**config.mk**
```make
export PLATFORM = sky130hd
export DESIGN_NAME = sar_adc_sequencer_flat
export DESIGN_NICKNAME = d
export VERILOG_FILES = /design/src/hdl/sar_seq_pkg.sv /design/src/hdl/sar_req_if.sv /design/src/hdl/sar_rsp_if.sv /design/src/hdl/sar_adc_sequencer.sv /design/src/hdl/sar_seq_step.sv /design/src/hdl/sar_seq_scale.sv /design/src/flat_wrapper.sv
export SDC_FILE = /design/constraint.sdc
export NUM_CORES = 1
export LEC_CHECK = 0
export BUFFER_PORTS_ARGS = -buffer_cell sky130_fd_sc_hd__buf_2
export CAP_MARGIN = 40
export CORE_MARGIN = 4
export CORE_UTILIZATION = 45
export CTS_BUF_LIST = sky130_fd_sc_hd__clkbuf_4 sky130_fd_sc_hd__clkbuf_8
export CTS_CLUSTER_DIAMETER = 100
export DETAILED_ROUTE_END_ITERATION = 6
export PLACE_DENSITY = 0.7
export SLEW_MARGIN = 20
export SYNTH_ARGS = -nofsm -noshare
export SYNTH_HDL_FRONTEND = slang
export SYNTH_HIERARCHICAL = 1
export SYNTH_SLANG_ARGS = --single-unit
```
**constraint.sdc**
```tcl
create_clock -name clock -period 6.86 [get_ports clock]
set_clock_uncertainty 0.15 [all_clocks]
set_input_delay 0.686 -clock clock [delete_from_list [all_inputs] [get_ports clock]]
set_output_delay 0.686 -clock clock [all_outputs]
set_load 0.05 [all_outputs]
```
**src/hdl/sar_seq_pkg.sv**
```systemverilog
// ---------------------------------------------------------------------------
// SAR ADC sequencer package
// Shared types, codes and helper functions of the SAR ADC sequencer.
// ---------------------------------------------------------------------------
package sar_seq_pkg;

   localparam int TRIAL_W = 9;
   localparam int RAW_W   = 10;
   localparam int MV_W    = 16;
   localparam int CSR_IDX_W  = 2;
   localparam int CSR_DATA_W = 16;

   typedef logic [TRIAL_W-1:0] trial_type;
   typedef logic [RAW_W-1:0]   raw_type;
   typedef logic [MV_W-1:0]    mv_type;
   typedef logic [1:0]         mode_type;

   localparam mode_type MODE_4BIT    = 2'd0;
   localparam mode_type MODE_8BIT    = 2'd1;
   localparam mode_type MODE_9BIT    = 2'd2;
   localparam mode_type MODE_INVALID = 2'd3;

   localparam logic [CSR_IDX_W-1:0] CSR_ENABLED   = 2'd0;
   localparam logic [CSR_IDX_W-1:0] CSR_MODE      = 2'd1;
   localparam logic [CSR_IDX_W-1:0] CSR_REFERENCE = 2'd2;

   localparam logic REQ_START   = 1'b0;
   localparam logic REQ_READING = 1'b1;

   localparam trial_type FIRST_TRIAL_4BIT = 9'd8;
   localparam trial_type FIRST_TRIAL_8BIT = 9'd128;
   localparam trial_type FIRST_TRIAL_9BIT = 9'd256;
   localparam trial_type EXTRA_STEP_TRIAL = 9'd15;
   localparam trial_type EXTRA_TRIAL      = 9'd16;
   localparam logic [4:0] MV_PER_LSB_4BIT = 5'd25;
   localparam mv_type MV_MAX = 16'hFFFF;

   typedef struct packed {
      trial_type trial;
      trial_type step;
      logic      last_reading;
      logic      have_reading;
      logic      converting;
   } state_type;

   typedef struct packed {
      trial_type dac_code;
      logic      dac_update;
      logic      done_res;
      raw_type   raw_value;
      logic      not_configured;
      mode_type  mode;
   } stage_type;

   function automatic trial_type final_step(input mode_type mode);
      case (mode)
         MODE_4BIT: final_step = FIRST_TRIAL_4BIT;
         MODE_8BIT: final_step = FIRST_TRIAL_8BIT;
         default:   final_step = FIRST_TRIAL_9BIT;
      endcase
   endfunction

   function automatic trial_type drive_code(input mode_type mode, input trial_type trial);
      if (mode == MODE_4BIT) begin
         drive_code = trial - 9'd1;
      end else begin
         drive_code = trial;
      end
   endfunction

   function automatic logic [3:0] bit_index(input trial_type value);
      logic [3:0] idx;
      idx = 4'd0;
      for (int i = 0; i < TRIAL_W; i++) begin
         if (value[i]) begin
            idx = 4'(i);
         end
      end
      bit_index = idx;
   endfunction

endpackage

```
**src/hdl/sar_req_if.sv**
```systemverilog
// ---------------------------------------------------------------------------
// SAR ADC sequencer request channel
// Valid/ready channel that carries start requests and comparator readings.
// ---------------------------------------------------------------------------
interface sar_req_if;
   logic valid;
   logic ready;
   logic req_type;
   logic comparator_level;

   modport source (output valid, output req_type, output comparator_level, input ready);
   modport sink   (input valid, input req_type, input comparator_level, output ready);
endinterface

```
**src/hdl/sar_rsp_if.sv**
```systemverilog
// ---------------------------------------------------------------------------
// SAR ADC sequencer response channel
// Valid/ready channel that carries one result per request transaction.
// ---------------------------------------------------------------------------
interface sar_rsp_if;
   logic                 valid;
   logic                 ready;
   sar_seq_pkg::trial_type dac_code;
   logic                 dac_update;
   logic                 done_res;
   sar_seq_pkg::raw_type raw_value;
   sar_seq_pkg::mv_type  millivolts;
   logic                 not_configured;

   modport source (output valid, output dac_code, output dac_update, output done_res,
                   output raw_value, output millivolts, output not_configured,
                   input ready);
   modport sink   (input valid, input dac_code, input dac_update, input done_res,
                   input raw_value, input millivolts, input not_configured,
                   output ready);
endinterface

```
**src/hdl/sar_adc_sequencer.sv**
```systemverilog
// ---------------------------------------------------------------------------
// SAR ADC sequencer
// Successive-approximation controller for a comparator and a trial DAC.
// ---------------------------------------------------------------------------
//  Channel   Direction  Carries
//  req_chan  in         request type (start or reading), comparator level
//  rsp_chan  out        DAC code and update, done, raw value, millivolts, error
//  csr_*     in         write enable, register index, write data
//
//  A request transaction can be accepted in every cycle; its response passes
//  the decision stage register, then the millivolt multiplier into the output
//  register. The conversion state updates in the accept cycle, so readings can
//  follow each other without gaps. A stalled response holds both stages, and
//  the request side stalls only when both stages are full. Reset is synchronous
//  and clears the configuration, the conversion state and the valid flags.
// ---------------------------------------------------------------------------
module sar_adc_sequencer (
   input  logic                                  clock,
   input  logic                                  reset,
   sar_req_if.sink                               req_chan,
   sar_rsp_if.source                             rsp_chan,
   input  logic                                  csr_write_en,
   input  logic [sar_seq_pkg::CSR_IDX_W-1:0]     csr_index,
   input  logic [sar_seq_pkg::CSR_DATA_W-1:0]    csr_write_data
);

   logic                   enabled_ff;
   sar_seq_pkg::mode_type  mode_ff;
   sar_seq_pkg::mv_type    reference_ff;
   sar_seq_pkg::state_type state_ff, state_in;
   sar_seq_pkg::stage_type stage_ff, stage_in;
   logic                   stage_valid_ff, stage_valid_in;
   logic                   out_valid_ff, out_valid_in;
   logic                   accept;
   logic                   out_load;
   sar_seq_pkg::mv_type    mv_in;
   sar_seq_pkg::mv_type    mv_ff;
   sar_seq_pkg::stage_type out_ff;

   always_ff @(posedge clock) begin
      if (reset) begin
         enabled_ff   <= 1'b0;
         mode_ff      <= sar_seq_pkg::MODE_4BIT;
         reference_ff <= '0;
      end else if (csr_write_en) begin
         case (csr_index)
            sar_seq_pkg::CSR_ENABLED:   enabled_ff   <= csr_write_data[0];
            sar_seq_pkg::CSR_MODE:      mode_ff      <= csr_write_data[1:0];
            sar_seq_pkg::CSR_REFERENCE: reference_ff <= csr_write_data;
            default: ;
         endcase
      end
   end

   assign out_load       = stage_valid_ff && (!out_valid_ff || rsp_chan.ready);
   assign req_chan.ready = !stage_valid_ff || out_load;
   assign accept         = req_chan.valid && req_chan.ready;

   sar_seq_step u_step (
      .cur              (state_ff),
      .req_type         (req_chan.req_type),
      .comparator_level (req_chan.comparator_level),
      .enabled          (enabled_ff),
      .mode             (mode_ff),
      .nxt              (state_in),
      .res              (stage_in)
   );

   sar_seq_scale u_scale (
      .mode         (stage_ff.mode),
      .raw_value    (stage_ff.raw_value),
      .reference_mv (reference_ff),
      .millivolts   (mv_in)
   );

   always_comb begin
      stage_valid_in = accept ? 1'b1 : (out_load ? 1'b0 : stage_valid_ff);
      out_valid_in   = out_load ? 1'b1 : (rsp_chan.ready ? 1'b0 : out_valid_ff);
   end

   always_ff @(posedge clock) begin
      if (reset) begin
         state_ff       <= '{trial: '0, step: 9'd1, last_reading: 1'b0,
                             have_reading: 1'b0, converting: 1'b0};
         stage_valid_ff <= 1'b0;
         out_valid_ff   <= 1'b0;
      end else begin
         if (accept) begin
            state_ff <= state_in;
         end
         stage_valid_ff <= stage_valid_in;
         out_valid_ff   <= out_valid_in;
      end
   end

   always_ff @(posedge clock) begin
      if (accept) begin
         stage_ff <= stage_in;
      end
      if (out_load) begin
         out_ff <= stage_ff;
         mv_ff  <= mv_in;
      end
   end

   assign rsp_chan.valid          = out_valid_ff;
   assign rsp_chan.dac_code       = out_ff.dac_code;
   assign rsp_chan.dac_update     = out_ff.dac_update;
   assign rsp_chan.done_res       = out_ff.done_res;
   assign rsp_chan.raw_value      = out_ff.raw_value;
   assign rsp_chan.millivolts     = mv_ff;
   assign rsp_chan.not_configured = out_ff.not_configured;

endmodule

```
**src/hdl/sar_seq_step.sv**
```systemverilog
// ---------------------------------------------------------------------------
// SAR ADC sequencer decision step
// Computes the next conversion state and the result fields for one request.
// ---------------------------------------------------------------------------
module sar_seq_step (
   input  sar_seq_pkg::state_type cur,
   input  logic                   req_type,
   input  logic                   comparator_level,
   input  logic                   enabled,
   input  sar_seq_pkg::mode_type  mode,
   output sar_seq_pkg::state_type nxt,
   output sar_seq_pkg::stage_type res
);

   logic                   ok;
   logic                   up;
   sar_seq_pkg::trial_type fin;
   sar_seq_pkg::trial_type step_base;
   sar_seq_pkg::trial_type step_next;
   sar_seq_pkg::trial_type delta;
   sar_seq_pkg::trial_type first_trial;

   assign ok  = enabled && (mode != sar_seq_pkg::MODE_INVALID);
   assign fin = sar_seq_pkg::final_step(mode);
   assign up  = (mode == sar_seq_pkg::MODE_4BIT) ? comparator_level : !comparator_level;

   always_comb begin
      step_base = (cur.step == '0) ? 9'd1 : cur.step;
      step_next = {step_base[7:0], 1'b0};
      if (step_next == '0) begin
         step_next = 9'd1;
      end
      delta = fin >> sar_seq_pkg::bit_index(step_next);
      case (mode)
         sar_seq_pkg::MODE_4BIT: first_trial = sar_seq_pkg::FIRST_TRIAL_4BIT;
         sar_seq_pkg::MODE_8BIT: first_trial = sar_seq_pkg::FIRST_TRIAL_8BIT;
         default:                first_trial = sar_seq_pkg::FIRST_TRIAL_9BIT;
      endcase
   end

   always_comb begin
      nxt = cur;
      res = '0;
      res.mode = mode;
      if (req_type == sar_seq_pkg::REQ_START) begin
         nxt.have_reading = 1'b0;
         if (!ok) begin
            nxt.converting     = 1'b0;
            res.done_res       = 1'b1;
            res.not_configured = 1'b1;
         end else begin
            nxt.converting = 1'b1;
            nxt.step       = 9'd1;
            nxt.trial      = first_trial;
            res.dac_code   = sar_seq_pkg::drive_code(mode, first_trial);
            res.dac_update = 1'b1;
         end
      end else if (cur.converting) begin
         if (!ok) begin
            nxt.converting     = 1'b0;
            nxt.have_reading   = 1'b0;
            res.done_res       = 1'b1;
            res.not_configured = 1'b1;
         end else if (!cur.have_reading || (cur.last_reading != comparator_level)) begin
            nxt.last_reading = comparator_level;
            nxt.have_reading = 1'b1;
         end else begin
            nxt.have_reading = 1'b0;
            if (cur.step >= fin) begin
               if ((mode == sar_seq_pkg::MODE_4BIT) && comparator_level &&
                   (cur.trial == sar_seq_pkg::EXTRA_STEP_TRIAL)) begin
                  nxt.trial      = sar_seq_pkg::EXTRA_TRIAL;
                  res.dac_code   = sar_seq_pkg::drive_code(mode, sar_seq_pkg::EXTRA_TRIAL);
                  res.dac_update = 1'b1;
               end else begin
                  res.raw_value  = up ? ({cur.trial, 1'b0} + 10'd1) : ({cur.trial, 1'b0} - 10'd1);
                  res.done_res   = 1'b1;
                  nxt.converting = 1'b0;
               end
            end else begin
               nxt.step       = step_next;
               nxt.trial      = up ? (cur.trial + delta) : (cur.trial - delta);
               res.dac_code   = sar_seq_pkg::drive_code(mode, nxt.trial);
               res.dac_update = 1'b1;
            end
         end
      end
   end

endmodule

```
**src/hdl/sar_seq_scale.sv**
```systemverilog
// ---------------------------------------------------------------------------
// SAR ADC sequencer millivolt scaling
// Converts a raw conversion value to millivolts with saturation.
// ---------------------------------------------------------------------------
module sar_seq_scale (
   input  sar_seq_pkg::mode_type mode,
   input  sar_seq_pkg::raw_type  raw_value,
   input  sar_seq_pkg::mv_type   reference_mv,
   output sar_seq_pkg::mv_type   millivolts
);

   logic [25:0] product;
   logic [16:0] scaled;

   always_comb begin
      if (mode == sar_seq_pkg::MODE_4BIT) begin
         product = 26'(raw_value) * 26'(sar_seq_pkg::MV_PER_LSB_4BIT);
         scaled  = product[16:0];
      end else begin
         product = 26'(raw_value) * 26'(reference_mv);
         if (mode == sar_seq_pkg::MODE_8BIT) begin
            scaled = product[25:9];
         end else begin
            scaled = {1'b0, product[25:10]};
         end
      end
      millivolts = scaled[16] ? sar_seq_pkg::MV_MAX : scaled[15:0];
   end

endmodule

```
**src/flat_wrapper.sv**
```systemverilog
// flat-port wrapper written by rule: the top's interface ports become plain ports
module sar_adc_sequencer_flat 
  (clock, reset, csr_write_en, csr_index, csr_write_data, req_chan_valid, req_chan_req_type, req_chan_comparator_level, req_chan_ready, rsp_chan_valid, rsp_chan_dac_code, rsp_chan_dac_update, rsp_chan_done_res, rsp_chan_raw_value, rsp_chan_millivolts, rsp_chan_not_configured, rsp_chan_ready);
  sar_req_if req_chan_i ();
  sar_rsp_if rsp_chan_i ();
  input  logic clock;
  input  logic reset;
  input  logic csr_write_en;
  input  logic [sar_seq_pkg::CSR_IDX_W-1:0] csr_index;
  input  logic [sar_seq_pkg::CSR_DATA_W-1:0] csr_write_data;
  input wire logic [$bits(req_chan_i.valid)-1:0] req_chan_valid;
  input wire logic [$bits(req_chan_i.req_type)-1:0] req_chan_req_type;
  input wire logic [$bits(req_chan_i.comparator_level)-1:0] req_chan_comparator_level;
  output wire logic [$bits(req_chan_i.ready)-1:0] req_chan_ready;
  output wire logic [$bits(rsp_chan_i.valid)-1:0] rsp_chan_valid;
  output wire logic [$bits(rsp_chan_i.dac_code)-1:0] rsp_chan_dac_code;
  output wire logic [$bits(rsp_chan_i.dac_update)-1:0] rsp_chan_dac_update;
  output wire logic [$bits(rsp_chan_i.done_res)-1:0] rsp_chan_done_res;
  output wire logic [$bits(rsp_chan_i.raw_value)-1:0] rsp_chan_raw_value;
  output wire logic [$bits(rsp_chan_i.millivolts)-1:0] rsp_chan_millivolts;
  output wire logic [$bits(rsp_chan_i.not_configured)-1:0] rsp_chan_not_configured;
  input wire logic [$bits(rsp_chan_i.ready)-1:0] rsp_chan_ready;
  assign req_chan_i.valid = req_chan_valid;
  assign req_chan_i.req_type = req_chan_req_type;
  assign req_chan_i.comparator_level = req_chan_comparator_level;
  assign req_chan_ready = req_chan_i.ready;
  assign rsp_chan_valid = rsp_chan_i.valid;
  assign rsp_chan_dac_code = rsp_chan_i.dac_code;
  assign rsp_chan_dac_update = rsp_chan_i.dac_update;
  assign rsp_chan_done_res = rsp_chan_i.done_res;
  assign rsp_chan_raw_value = rsp_chan_i.raw_value;
  assign rsp_chan_millivolts = rsp_chan_i.millivolts;
  assign rsp_chan_not_configured = rsp_chan_i.not_configured;
  assign rsp_chan_i.ready = rsp_chan_ready;
  sar_adc_sequencer u_core (.clock(clock), .reset(reset), .req_chan(req_chan_i), .rsp_chan(rsp_chan_i), .csr_write_en(csr_write_en), .csr_index(csr_index), .csr_write_data(csr_write_data));
endmodule
```
After elaboration in Yosys (flattened, before gate mapping):

Index checks and enable logic that the tools add are counted.

* register bits: 104
* input bits: 25
* output and inout port bits: 40

* add/sub/neg operators: 6
* multiply operators: 2
* magnitude comparators: 1
* eq/ne operators: 12
* shift-type cells: 1
* muxes and demuxes: 52
* bitwise gates (word level): 4
* reductions and logical operators: 28

Operators by type and width (count)
* $mux 9: 7
* $mux 10: 6
* $mux 18: 3
* $mux 21: 2
* $mux 17: 2
* $mux 11: 3
* $mux 4: 7
* $mul 10x16->26: 1
* $mux 22: 1
* $mux 19: 1
* $pmux 9 s2: 1
* $sub 9x1->9 const B: 2
* $mul 10x5->15 const B: 1
* $mux 1: 15
* $reduce_and 6->1: 2
* $add 10x1->10 const B: 1
* $sub 10x1->10 const B: 1
* $add 9x9->9: 1
* $eq 9x4->1 const B: 1
* $ge 9x9->1: 1
* $logic_not 9->1: 1
* $shr 9x4->9: 1
* $sub 9x9->9: 1
* $logic_not 8->1: 1
* 18 further kinds: 43

Depth between registers and ports, before layout:

Gate-level depths: netlist of run 1.

* depth after elaboration: 22
* depth in mapped cells: 23

Hierarchy:

Netlist of run 1, hierarchy kept.

Modules (own cells, without submodules)
* sar_seq_scale: instances 1, cells each 736, area each 6130.9 sq um, sequential area each 0.0 sq um
* sar_adc_sequencer: instances 1, cells each 249, area each 3634.7 sq um, sequential area each 2702.6 sq um
* sar_seq_step: instances 1, cells each 296, area each 1923.1 sq um, sequential area each 0.0 sq um

Least setup slack after synthesis of run 1:

Ideal clock, no wire load.

* path kind: register to register
* from: reg u_core/stage_ff[5] (netlist bit)
* to: reg u_core.mv_ff[14], in the netlist u_core/rsp_chan.millivolts[14] (data pin)
* setup time: 274 ps
* arrival: 5552 ps
* required time: 6436 ps
* path slack: 883 ps
* stages on the path, launching flop included: 22
* path buffers: 2
* cells stage by stage: edfxtp_1 clkbuf_1 clkbuf_1 nand2_1 fa_1 inv_1 fa_1 fa_1 fa_1 inv_1 fa_1 inv_1 ha_1 a21oi_1 o211ai_1 a221oi_2 a31oi_2 o21ai_0 a41oi_1 a21oi_1 xor2_1 o22ai_1

* word-level cells in the longest chain between the ends: 3
* elaborated cells between the ends (all ways): 4
* classes of those cells: 2 x mul; 2 x mux

Ends and longest elaborated chain
* start, declared: RTL line sar_adc_sequencer.sv:31 `sar_seq_pkg::stage_type stage_ff, stage_in;`
* start signal, assigned: RTL line sar_adc_sequencer.sv:98 `stage_ff <= stage_in;`
* $mul 10x16->26: RTL line sar_seq_scale.sv:20 `product = 26'(raw_value) * 26'(reference_mv);`
* $mux 17: RTL line sar_seq_scale.sv:21 `if (mode == sar_seq_pkg::MODE_8BIT) begin`
* $mux 17 (*): RTL line sar_seq_scale.sv:16 `if (mode == sar_seq_pkg::MODE_4BIT) begin`
* end signal, assigned: RTL line sar_adc_sequencer.sv:102 `mv_ff <= mv_in;`
* end, declared: RTL line sar_adc_sequencer.sv:37 `sar_seq_pkg::mv_type mv_ff;`

Mark *: on every way between the ends. The rest lies on a longest branch, timed or not.
A chain may end at the register's enable or synchronous reset.

Worst setup path in the final report of run 1:

* from: reg u_core/stage_ff[12] (netlist bit)
* to: reg u_core.mv_ff[11], in the netlist u_core/rsp_chan.millivolts[11] (data pin)

Same word-level chain as after synthesis.

==> results of run 1 <==
-- power by group through the flow --
stage / sequential [mW] / combinational, mW / clock (mW)
global route: 0.727 / 0.426 / 0.469
detailed placement: 0.737 / 0.379 / 0
global placement: 0.736 / 0.372 / 0
CTS: 0.722 / 0.382 / 0.446
finish: 0.722 / 0.380 / 0.430
floorplan: 0.759 / 0.261 / 0
-- sequential cells by signal, summed over array words and instances, names as in the netlist --
signal	cells
u_core/rsp_chan.raw_value	10
u_core/rsp_chan.millivolts	16
u_core/rsp_chan.not_configured	1
u_core/mode_ff	2
u_core/rsp_chan.dac_update	1
u_core/rsp_chan.valid	1
u_core/enabled_ff	1
u_core/rsp_chan.dac_code	9
u_core/stage_ff	24
u_core/rsp_chan.done_res	1
u_core/reference_ff	16
u_core/state_ff	21
u_core/stage_valid_ff	1
-- path summary, 6_finish.rpt --
kind                       start  slack, ns  depth (start not counted)                        endpoint
max reg2reg  u_core/stage_ff[12]       0.44                         19  u_core/rsp_chan.millivolts[11]
max          u_core/stage_ff[12]       0.44                         19  u_core/rsp_chan.millivolts[11]
min          u_core/stage_ff[16]       0.28                          0     u_core/rsp_chan.dac_code[1]
min reg2reg  u_core/stage_ff[16]       0.28                          0     u_core/rsp_chan.dac_code[1]
-- synthesized netlist by cell type (all sizes together) (8+ instances only) --
master	number	area share
nor2b	8	0.0043
edfxtp	62	0.16
fa	115	0.20
and2	78	0.042
nand3	18	0.0081
xor2	21	0.016
nand4b	22	0.016
nand2	176	0.057
dfxtp	42	0.072
inv	165	0.053
nor2	55	0.018
clkbuf	46	0.015
ha	109	0.12
xnor2	30	0.022
o211ai	10	0.0069
nor3	17	0.0077
a21o	8	0.0051
mux2i	9	0.0077
o22ai	17	0.0096
nand2b	28	0.015
buf	20	0.012
a21oi	66	0.029
o21ai	66	0.035
-- metal layers --
metal,part of all wire,GRT usage
met2,0.49,0.327
met5,0.00048,0
met4,0.020,0.0532
met1,0.44,0.264
met3,0.048,0.0317
-- layout make-up --
type	count	share of cell area
clock buffers	9	0.00995
clock inverters	7	0.00744
inverters	165	0.0498
multi-input cells	946	0.648
flip-flops and latches	104	0.217
well taps	330	0.0332
repair buffers	76	0.0346
-- worst max-delay path: cells and delay by family (launching register included) --
family                   cells  cell delay [ns]
AO/OA/AOI/OAI                4             1.20
AND/OR/NAND/NOR              5             0.72
buffers and inverters        3             0.15
multiplexers                 1             0.11
flip-flops                   1             0.81
adder cells (fa/ha/maj)      6             3.00
-- per-stage QoR --
step                      cell area (sq um)  cells  power [mW]
after global placement                12200   1620        1.11
final                                 12400   1637        1.53
after CTS                             12400   1637        1.55
after global routing                  12400   1637        1.62
after floorplan                       11700   1281        1.02
after detailed placement              12200   1621        1.12
-- cells by family (layout without fill, tap and decap cells) --
family,after synthesis,in the layout
AND/OR/NAND/NOR,434,434
buffers and inverters,231,257
adder cells (fa/ha/maj),224,224
AO/OA/AOI/OAI,220,220
flip-flops,104,104
XOR/XNOR,52,52
multiplexers,16,16
==> metrics.cfg, run 1 <==
[global_routing]
grt_max_degree=46
antenna_found_initial=1
grt_pass1_wl_mm=45.4
overflow=0
grt_pass1_vias=8814
grt_util_all_layers=0.195

[power]
p_clk_frac=0.281
irDropWorstVdd_mv=0.103
switching_share=0.341
power_density_nw_per_um2=123
intPower_mw=1.01
power_frac_seq=0.471
power_switching_mw=0.523
p_leak_nw=5.81
comb_power_share=0.248

[hold_path]
hp-class=reg2reg

[layout]
syn2layout_area_growth_pct=6.50
num-fill-cells=2422
multi_input_area_sq_um=8070
layout-drive-gt1-share=0.116
layout_common_cells=nand2_1 (174), inv_1 (165), fa_1 (115)
diodes=0
fin_util=0.490
nNetsFinal=1551
seqCellArea_sq_um=2700
final_common_cell=nand2_1

[setup_path]
cpMostUsedCell=fa_1
end_kind=flip-flop
cp_data_required_time_ns=6.85
crit_path_start_kind=flip-flop
critPathMaxFanout=20
worstPathArrival_ns=6.41
cp_slowest_stage_delay_ns=0.81
crit_chain=nand2_1 > fa_1 > fa_1 > inv_1 > fa_1 > fa_1 > inv_1 > fa_1 > inv_1 > ha_1 > nand2_2 > nor3_2 > o2111ai_1 > a31oi_2 > nor2_2 > o311ai_4 > nand2_4 > o22ai_1 > mux2i_1
cp_slowest_cell=edfxtp_1
path_class=reg2reg

[logic_synthesis]
ys_seq_elements=104
synthFlopType=edfxtp_1
synth_top_family_by_area=adder cells
synth_mux_area_frac=0.0145
synthDistinctLibCells=88
synth_xor_area_frac=0.0401
synth_fa_ha_area_frac=0.314
synth-compound-area-share=0.130
netlist_instances=1281
synth-edff-count=62
ys_seq_area_frac=0.231
yosys.area_share.simple=0.191
async_flop_share=0
synth_nets=1530
ys_warn_count=6
synthesis.area_sq_um=11700
syn_area_per_cell_sq_um=9.12

[floorplanning]
ioPinCount=65
dieArea_sq_um=28600
die_h_microns=169
core_area_sq_um=25400
row_count=58
initial_utilization=0.460
die_x_microns=169

[cts]
cts_buffer_depth=2
holdBufCountCts=0
htreeDepth=3
cts_inserted_buffers=9
clock_sinks=104
insertion_delay_ns=0.41
cts_tree=yes
post-cts-setup-buffers=0
cts-root-buf=clkbuf_8
clk_pin_slew_ns=0.11
ctsResizeCount=0

[sta]
grt_setup_unrepaired=no
tightestPinTransition_ns=0.840
fmax_mhz=156
worst_hold_slack_ns=0.280
post-route-period-util=0.936
slew_headroom=0.440
period_needed_ns=6.42
worst_slack_ns=0.439
hold_viol_final=0
finalSetupTns_ns=0
setup_viol=0
final_max_slew_viol_count=0

[placed_design]
place.gp.congestion=0.956
hpwl_mm=21.1
io_buffers=64
dp_slack_ns=0.434

[routing]
wl_per_cell_microns=16.7
drc=0
routed_wirelength_mm=27.4
first_pass_iters=5
drtAntennaViolNets=0
vias_per_cell=5.49
num_vias=8986
drtIter0Drc=577

[status]
status=complete, no violations

[job]
max_cap_violations=0

(Power assumes the default switching activity.)
==> run 2, diff against run 1 <==
--- a/config.mk
+++ b/config.mk
@@ -7,7 +7,6 @@
 export LEC_CHECK = 0
 export BUFFER_PORTS_ARGS = -buffer_cell sky130_fd_sc_hd__buf_2
 export CAP_MARGIN = 40
-export CORE_MARGIN = 4
 export CORE_UTILIZATION = 45
 export CTS_BUF_LIST = sky130_fd_sc_hd__clkbuf_4 sky130_fd_sc_hd__clkbuf_8
 export CTS_CLUSTER_DIAMETER = 100
==> metrics.cfg, run 2 (same netlist as run 1, synthesis figures left out) <==
[setup_path]
cp_data_required_time_ns=6.83  ; -0.02 ns
reg2reg_depth=20  ; +1
worstPathArrival_ns=6.45  ; +0.04 ns
crit_path_start_kind=flip-flop
cpMostUsedCell=fa_1
cp_slowest_cell=edfxtp_1
crit_chain=buf_4 > nand2_1 > fa_1 > inv_1 > fa_1 > inv_1 > fa_1 > inv_1 > fa_1 > ha_1 > ha_1 > a21oi_1 > o21ai_1 > a2111oi_0 > or3_1 > mux2_1 > o311ai_4 > nand2_4 > o22ai_1 > mux2i_1
cp_slowest_stage_delay_ns=0.82  ; about the same
critPathMaxFanout=16  ; -20%
path_class=reg2reg
end_kind=flip-flop

[sta]
final_max_slew_viol_count=0  ; unchanged
grt_setup_unrepaired=no
slew_headroom=0.439  ; about the same
worst_hold_slack_ns=0.278  ; -0.00222 ns
fmax_mhz=154  ; -0.89%
period_needed_ns=6.48  ; +0.0579 ns
finalSetupTns_ns=0  ; unchanged
hold_viol_final=0  ; unchanged
post-route-period-util=0.944  ; +0.00845
worst_slack_ns=0.381  ; -0.0580 ns
setup_viol=0  ; unchanged
tightestPinTransition_ns=0.841  ; +0.000298 ns

[cts]
holdBufCountCts=0  ; unchanged
clock_sinks=104  ; unchanged
ctsResizeCount=0  ; unchanged
clk_pin_slew_ns=0.10  ; about the same
cts_tree=yes
cts_inserted_buffers=9  ; unchanged
post-cts-setup-buffers=0  ; unchanged
htreeDepth=3  ; unchanged
cts_buffer_depth=2  ; unchanged
cts-root-buf=clkbuf_8
insertion_delay_ns=0.39  ; -0.02 ns

[floorplanning]
ioPinCount=65  ; unchanged
dieArea_sq_um=26600  ; -7.0%
core_area_sq_um=25300  ; -0.29%
die_x_microns=163  ; -3.5%
row_count=58  ; unchanged
die_h_microns=163  ; -3.5%
initial_utilization=0.462  ; +0.00132

[power]
power_switching_mw=0.507  ; -3.0%
switching_share=0.336  ; -0.00546
power_density_nw_per_um2=121  ; -1.4%
intPower_mw=1.00  ; -0.59%
p_leak_nw=5.81  ; about the same
p_total_mw=1.51  ; -1.4%
p_clk_frac=0.272  ; -0.009
irDropWorstVdd_mv=0.103  ; -0.20%
comb_power_share=0.250  ; +0.002
power_frac_seq=0.478  ; +0.007

[placed_design]
hpwl_mm=20.8  ; -1.4%
dpl_cell_area_sq_um=12200  ; about the same
io_buffers=64  ; unchanged
dp_slack_ns=0.479  ; +0.0445 ns
dp_cells=1623  ; +0.12%
place.gp.congestion=0.890  ; -7.0%

[routing]
drtAntennaViolNets=0  ; unchanged
num_vias=9016  ; +0.33%
vias_per_cell=5.50  ; +0.15%
routed_wirelength_mm=27.1  ; -0.83%
wl_per_cell_microns=16.5  ; -1.0%
drc=0  ; unchanged
first_pass_iters=5  ; unchanged
drtIter0Drc=512  ; -11%

[hold_path]
hp-class=reg2reg
min_path_cells=0  ; unchanged

[global_routing]
grt_pass1_vias=8983  ; +1.9%
grt_pass1_wl_mm=44.7  ; -1.6%
grt_util_all_layers=0.210  ; +0.0153
overflow=0  ; unchanged
antenna_found_initial=2  ; +1
grt_max_degree=46  ; unchanged

[layout]
syn2layout_area_growth_pct=6.52  ; about the same
nNetsFinal=1553  ; +0.13%
final_cells=1640  ; +0.18%
layout_common_cells=nand2_1 (174), inv_1 (165), fa_1 (115)
largest_reg_flops=24  ; unchanged
top_register=u_core/stage_ff
fin_util=0.492  ; +0.00150
largestRegisters=u_core/stage_ff: 24 flops, u_core/state_ff: 21 flops
final_common_cell=nand2_1
layout-drive-gt1-share=0.117  ; +0.00135
final_area_sq_um=12500  ; about the same

[status]
status=complete, no violations

[job]
max_cap_violations=0  ; unchanged

run 2: cell count changes in the layout (fill, tap and decap cells not counted), sizes merged:
cell and change:
clkinvlp +1, buf +2, clkinv +1, inv -2, diode +1
run 2: cell type report:
class	count	area, sq um
diodes	1	2.50
inverters	165	619
clock buffers	9	124
multi-input cells	946	8070
fillers	2382	12900
well taps	330	413
repair buffers	78	438
clock inverters	7	85.1
flip-flops and latches	104	2700
run 2: final timing paths:
check                 startpoint                              to  slack [ns]
min reg2reg  u_core/stage_ff[23]     u_core/rsp_chan.dac_code[8]        0.28
min          u_core/stage_ff[23]     u_core/rsp_chan.dac_code[8]        0.28
max          u_core/stage_ff[10]  u_core/rsp_chan.millivolts[11]        0.38
max reg2reg  u_core/stage_ff[10]  u_core/rsp_chan.millivolts[11]        0.38
run 2: worst max-delay path, delay by kind of cell, from the launching register on:
family | cells | cell delay (ns)
flops | 1 | 0.82
mux | 2 | 0.49
compound gates | 5 | 1.15
buf+inv | 4 | 0.42
fa+ha+maj | 6 | 2.74
simple gates | 3 | 0.43
run 2: power groups by stage:
stage / clock network, mW / registers (mW) / logic, mW
after floorplan: 0 / 0.759 / 0.261
after global placement: 0 / 0.736 / 0.373
after detailed placement: 0 / 0.736 / 0.379
after CTS: 0.424 / 0.722 / 0.380
after global routing: 0.447 / 0.726 / 0.424
final: 0.411 / 0.722 / 0.378
run 2: layer usage:
layer | track usage | part of all wire | vias up
li1 | - | - | 4312
met1 | 0.275 | 0.45 | 4411
met2 | 0.357 | 0.49 | 246
met3 | 0.0312 | 0.045 | 45
met4 | 0.0624 | 0.021 | 2
met5 | 0 | 0.00048 | -
==> run 3, diff against run 2 <==
--- a/config.mk
+++ b/config.mk
@@ -11,7 +11,7 @@
 export CTS_BUF_LIST = sky130_fd_sc_hd__clkbuf_4 sky130_fd_sc_hd__clkbuf_8
 export CTS_CLUSTER_DIAMETER = 100
 export DETAILED_ROUTE_END_ITERATION = 6
-export PLACE_DENSITY = 0.7
+export PLACE_DENSITY = 0.72
 export SLEW_MARGIN = 20
 export SYNTH_ARGS = -nofsm -noshare
 export SYNTH_HDL_FRONTEND = slang
==> constraint.sdc (replaced) <==
create_clock -name clock -period 5.8 [get_ports clock]
set_clock_uncertainty 0.15 [all_clocks]
set_input_delay 0.58 -clock clock [delete_from_list [all_inputs] [get_ports clock]]
set_output_delay 0.58 -clock clock [all_outputs]
set_load 0.05 [all_outputs]
==> metrics.cfg, run 3 (same netlist as run 1, synthesis figures left out) <==
[sta]
setup_viol=15  ; +15
fmax_mhz=168  ; +8.7%
slew_headroom=0.448  ; +0.00900
grt_setup_unrepaired=yes
worst_slack_ns=-0.158  ; -0.539 ns
hold_viol_final=0  ; unchanged
tightestPinTransition_ns=0.827  ; -0.0135 ns
period_needed_ns=5.96  ; -0.521 ns
worst_hold_slack_ns=0.268  ; -0.0102 ns
post-route-period-util=1.03  ; +0.0828
final_max_slew_viol_count=0  ; unchanged

[floorplanning]
die_h_microns=163  ; unchanged
core_area_sq_um=25300  ; unchanged
initial_utilization=0.462  ; unchanged
ioPinCount=65  ; unchanged
row_count=58  ; unchanged
dieArea_sq_um=26600  ; unchanged
die_x_microns=163  ; unchanged

[routing]
routed_wirelength_mm=28.7  ; +5.8%
m1WireLength_mm=12.3  ; +1.4%
vias_per_cell=5.44  ; -1.1%
dr_wl_met3_mm=1.40  ; +15%
drtIter0Drc=670  ; +31%
first_pass_iters=5  ; unchanged
drc=0  ; unchanged
wl_met2_mm=14.3  ; +8.4%
wl_per_cell_microns=16.6  ; +0.13%
drtAntennaViolNets=0  ; unchanged
num_vias=9423  ; +4.5%
dr.max_layer_used=met5

[layout]
nNetsFinal=1646  ; +6.0%
top_register=u_core/stage_ff
num-fill-cells=2245  ; -5.8%
final_cells=1733  ; +5.7%
final_common_cell=nand2_1
largest_reg_flops=24  ; unchanged
layout_common_cells=nand2_1 (173), inv_1 (159), fa_1 (111)
largestRegisters=u_core/stage_ff: 24 flops, u_core/state_ff: 21 flops
final_area_sq_um=13500  ; +8.4%
syn2layout_area_growth_pct=15.4
layout-drive-gt1-share=0.213  ; +0.0964

[power]
power_density_nw_per_um2=140  ; +15%
irDropWorstVdd_mv=0.0948  ; -7.5%
p_leak_nw=6.37  ; +9.7%

[cts]
clk_pin_slew_ns=0.12  ; +0.02 ns
htreeDepth=3  ; unchanged
cts_inserted_buffers=9  ; unchanged
holdBufCountCts=0  ; unchanged
insertion_delay_ns=0.41  ; +0.02 ns
cts_buffer_depth=2  ; unchanged
cts_tree=yes
clock_sinks=104  ; unchanged
cts-root-buf=clkbuf_8

[global_routing]
grt_util_all_layers=0.222  ; +0.0118
grt_pass1_vias=9183  ; +2.2%
antenna_found_initial=1  ; -1
grt_max_degree=64  ; +39%
overflow=0  ; unchanged
grt_pass1_wl_mm=46.5  ; +4.1%

[hold_path]
hp-class=in2reg

[placed_design]
place.gp.congestion=0.892  ; +0.25%
dpl_cell_area_sq_um=12700  ; +3.8%
dp_cells=1687  ; +3.9%
io_buffers=64  ; unchanged
hpwl_mm=21.6  ; +4.0%

[setup_path]
crit_path_start_kind=flip-flop
critPathMaxFanout=4  ; -12
cp_slowest_stage_delay_ns=0.57  ; -0.25 ns
cp_slowest_cell=fa_1
crit_chain=buf_6 > buf_6 > and2_1 > fa_1 > fa_2 > fa_1 > fa_1 > inv_1 > fa_1 > inv_2 > ha_4 > a21oi_2 > o211ai_1 > a221oi_2 > a31oi_4 > buf_6 > o21ai_4 > a41oi_2 > a21oi_2 > xor2_1 > o22ai_1
cpMostUsedCell=fa_1
end_kind=flip-flop
cp_data_required_time_ns=5.80  ; -1.03 ns
worstPathArrival_ns=5.95  ; -0.50 ns
path_class=reg2reg

[job]
max_cap_violations=0  ; unchanged

[status]
violations=setup timing
status=finished with violations

-- run 3: path summary, 6_finish.rpt --
path / start / to / slack [ns] / cells past startpoint
worst max-delay path: u_core/stage_ff[7] / u_core/rsp_chan.millivolts[14] / -0.16 / 21
worst min-delay path: csr_write_data[2] / u_core/reference_ff[2] / 0.27 / 3
worst max register to register: u_core/stage_ff[7] / u_core/rsp_chan.millivolts[14] / -0.16 / 21
worst min register to register: u_core/stage_ff[20] / u_core/rsp_chan.dac_code[5] / 0.28 / 0
-- run 3: power by group --
part           internal (mW)  switching (mW)  leakage, nW  total, mW
sequential             0.815          0.0208        0.951      0.836
combinational          0.214           0.327         5.31      0.541
clock                  0.184           0.328        0.110      0.512
-- run 3: repair_timing --
action | in CTS | in global routing
buffers inserted | 21 | 5
cloned | 1 | 0
pin swaps | 38 | 40
setup endpoints to repair | 16 | 16
resized for setup | 46 | 37
-- run 3: area by class of cell --
| class | count | area (sq um) | share of cell area |
|---|---|---|---|
| diodes | 1 | 2.50 | 0.000185 |
| clock buffers | 9 | 124 | 0.00918 |
| clock inverters | 7 | 93.8 | 0.00695 |
| inverters | 165 | 619 | 0.0459 |
| multi-input cells | 946 | 8350 | 0.619 |
| flip-flops and latches | 104 | 2710 | 0.201 |
| well taps | 330 | 413 | 0.0306 |
| repair buffers | 171 | 1180 | 0.0873 |
-- run 3: metrics by stage --
step	util	total power, mW	setup slack [ns]	TNS, ns
after floorplan	-	1.21	0.0286	0
after global placement	0.502	1.33	-0.0501	-0.169
after detailed placement	0.502	1.34	-0.219	-2.57
after CTS	0.525	1.89	-0.0744	-0.662
after global routing	0.533	1.99	-0.345	-4.05
final	0.533	1.89	-0.158	-1.45
-- run 3: layer usage --
layer  vias to the layer above  GRT usage
met2                       313      0.387
met4                         2     0.0667
met3                        58     0.0317
met5                         -          0
li1                       4508          -
met1                      4542      0.283
-- run 3: critical path: cells and delay by family (launching register included) --
family	cells	cell delay, ns
AND/OR/NAND/NOR	1	0.15
flip-flops	1	0.45
XOR/XNOR	1	0.21
buffers and inverters	5	0.53
AO/OA/AOI/OAI	8	1.46
adder cells (fa/ha/maj)	6	2.75
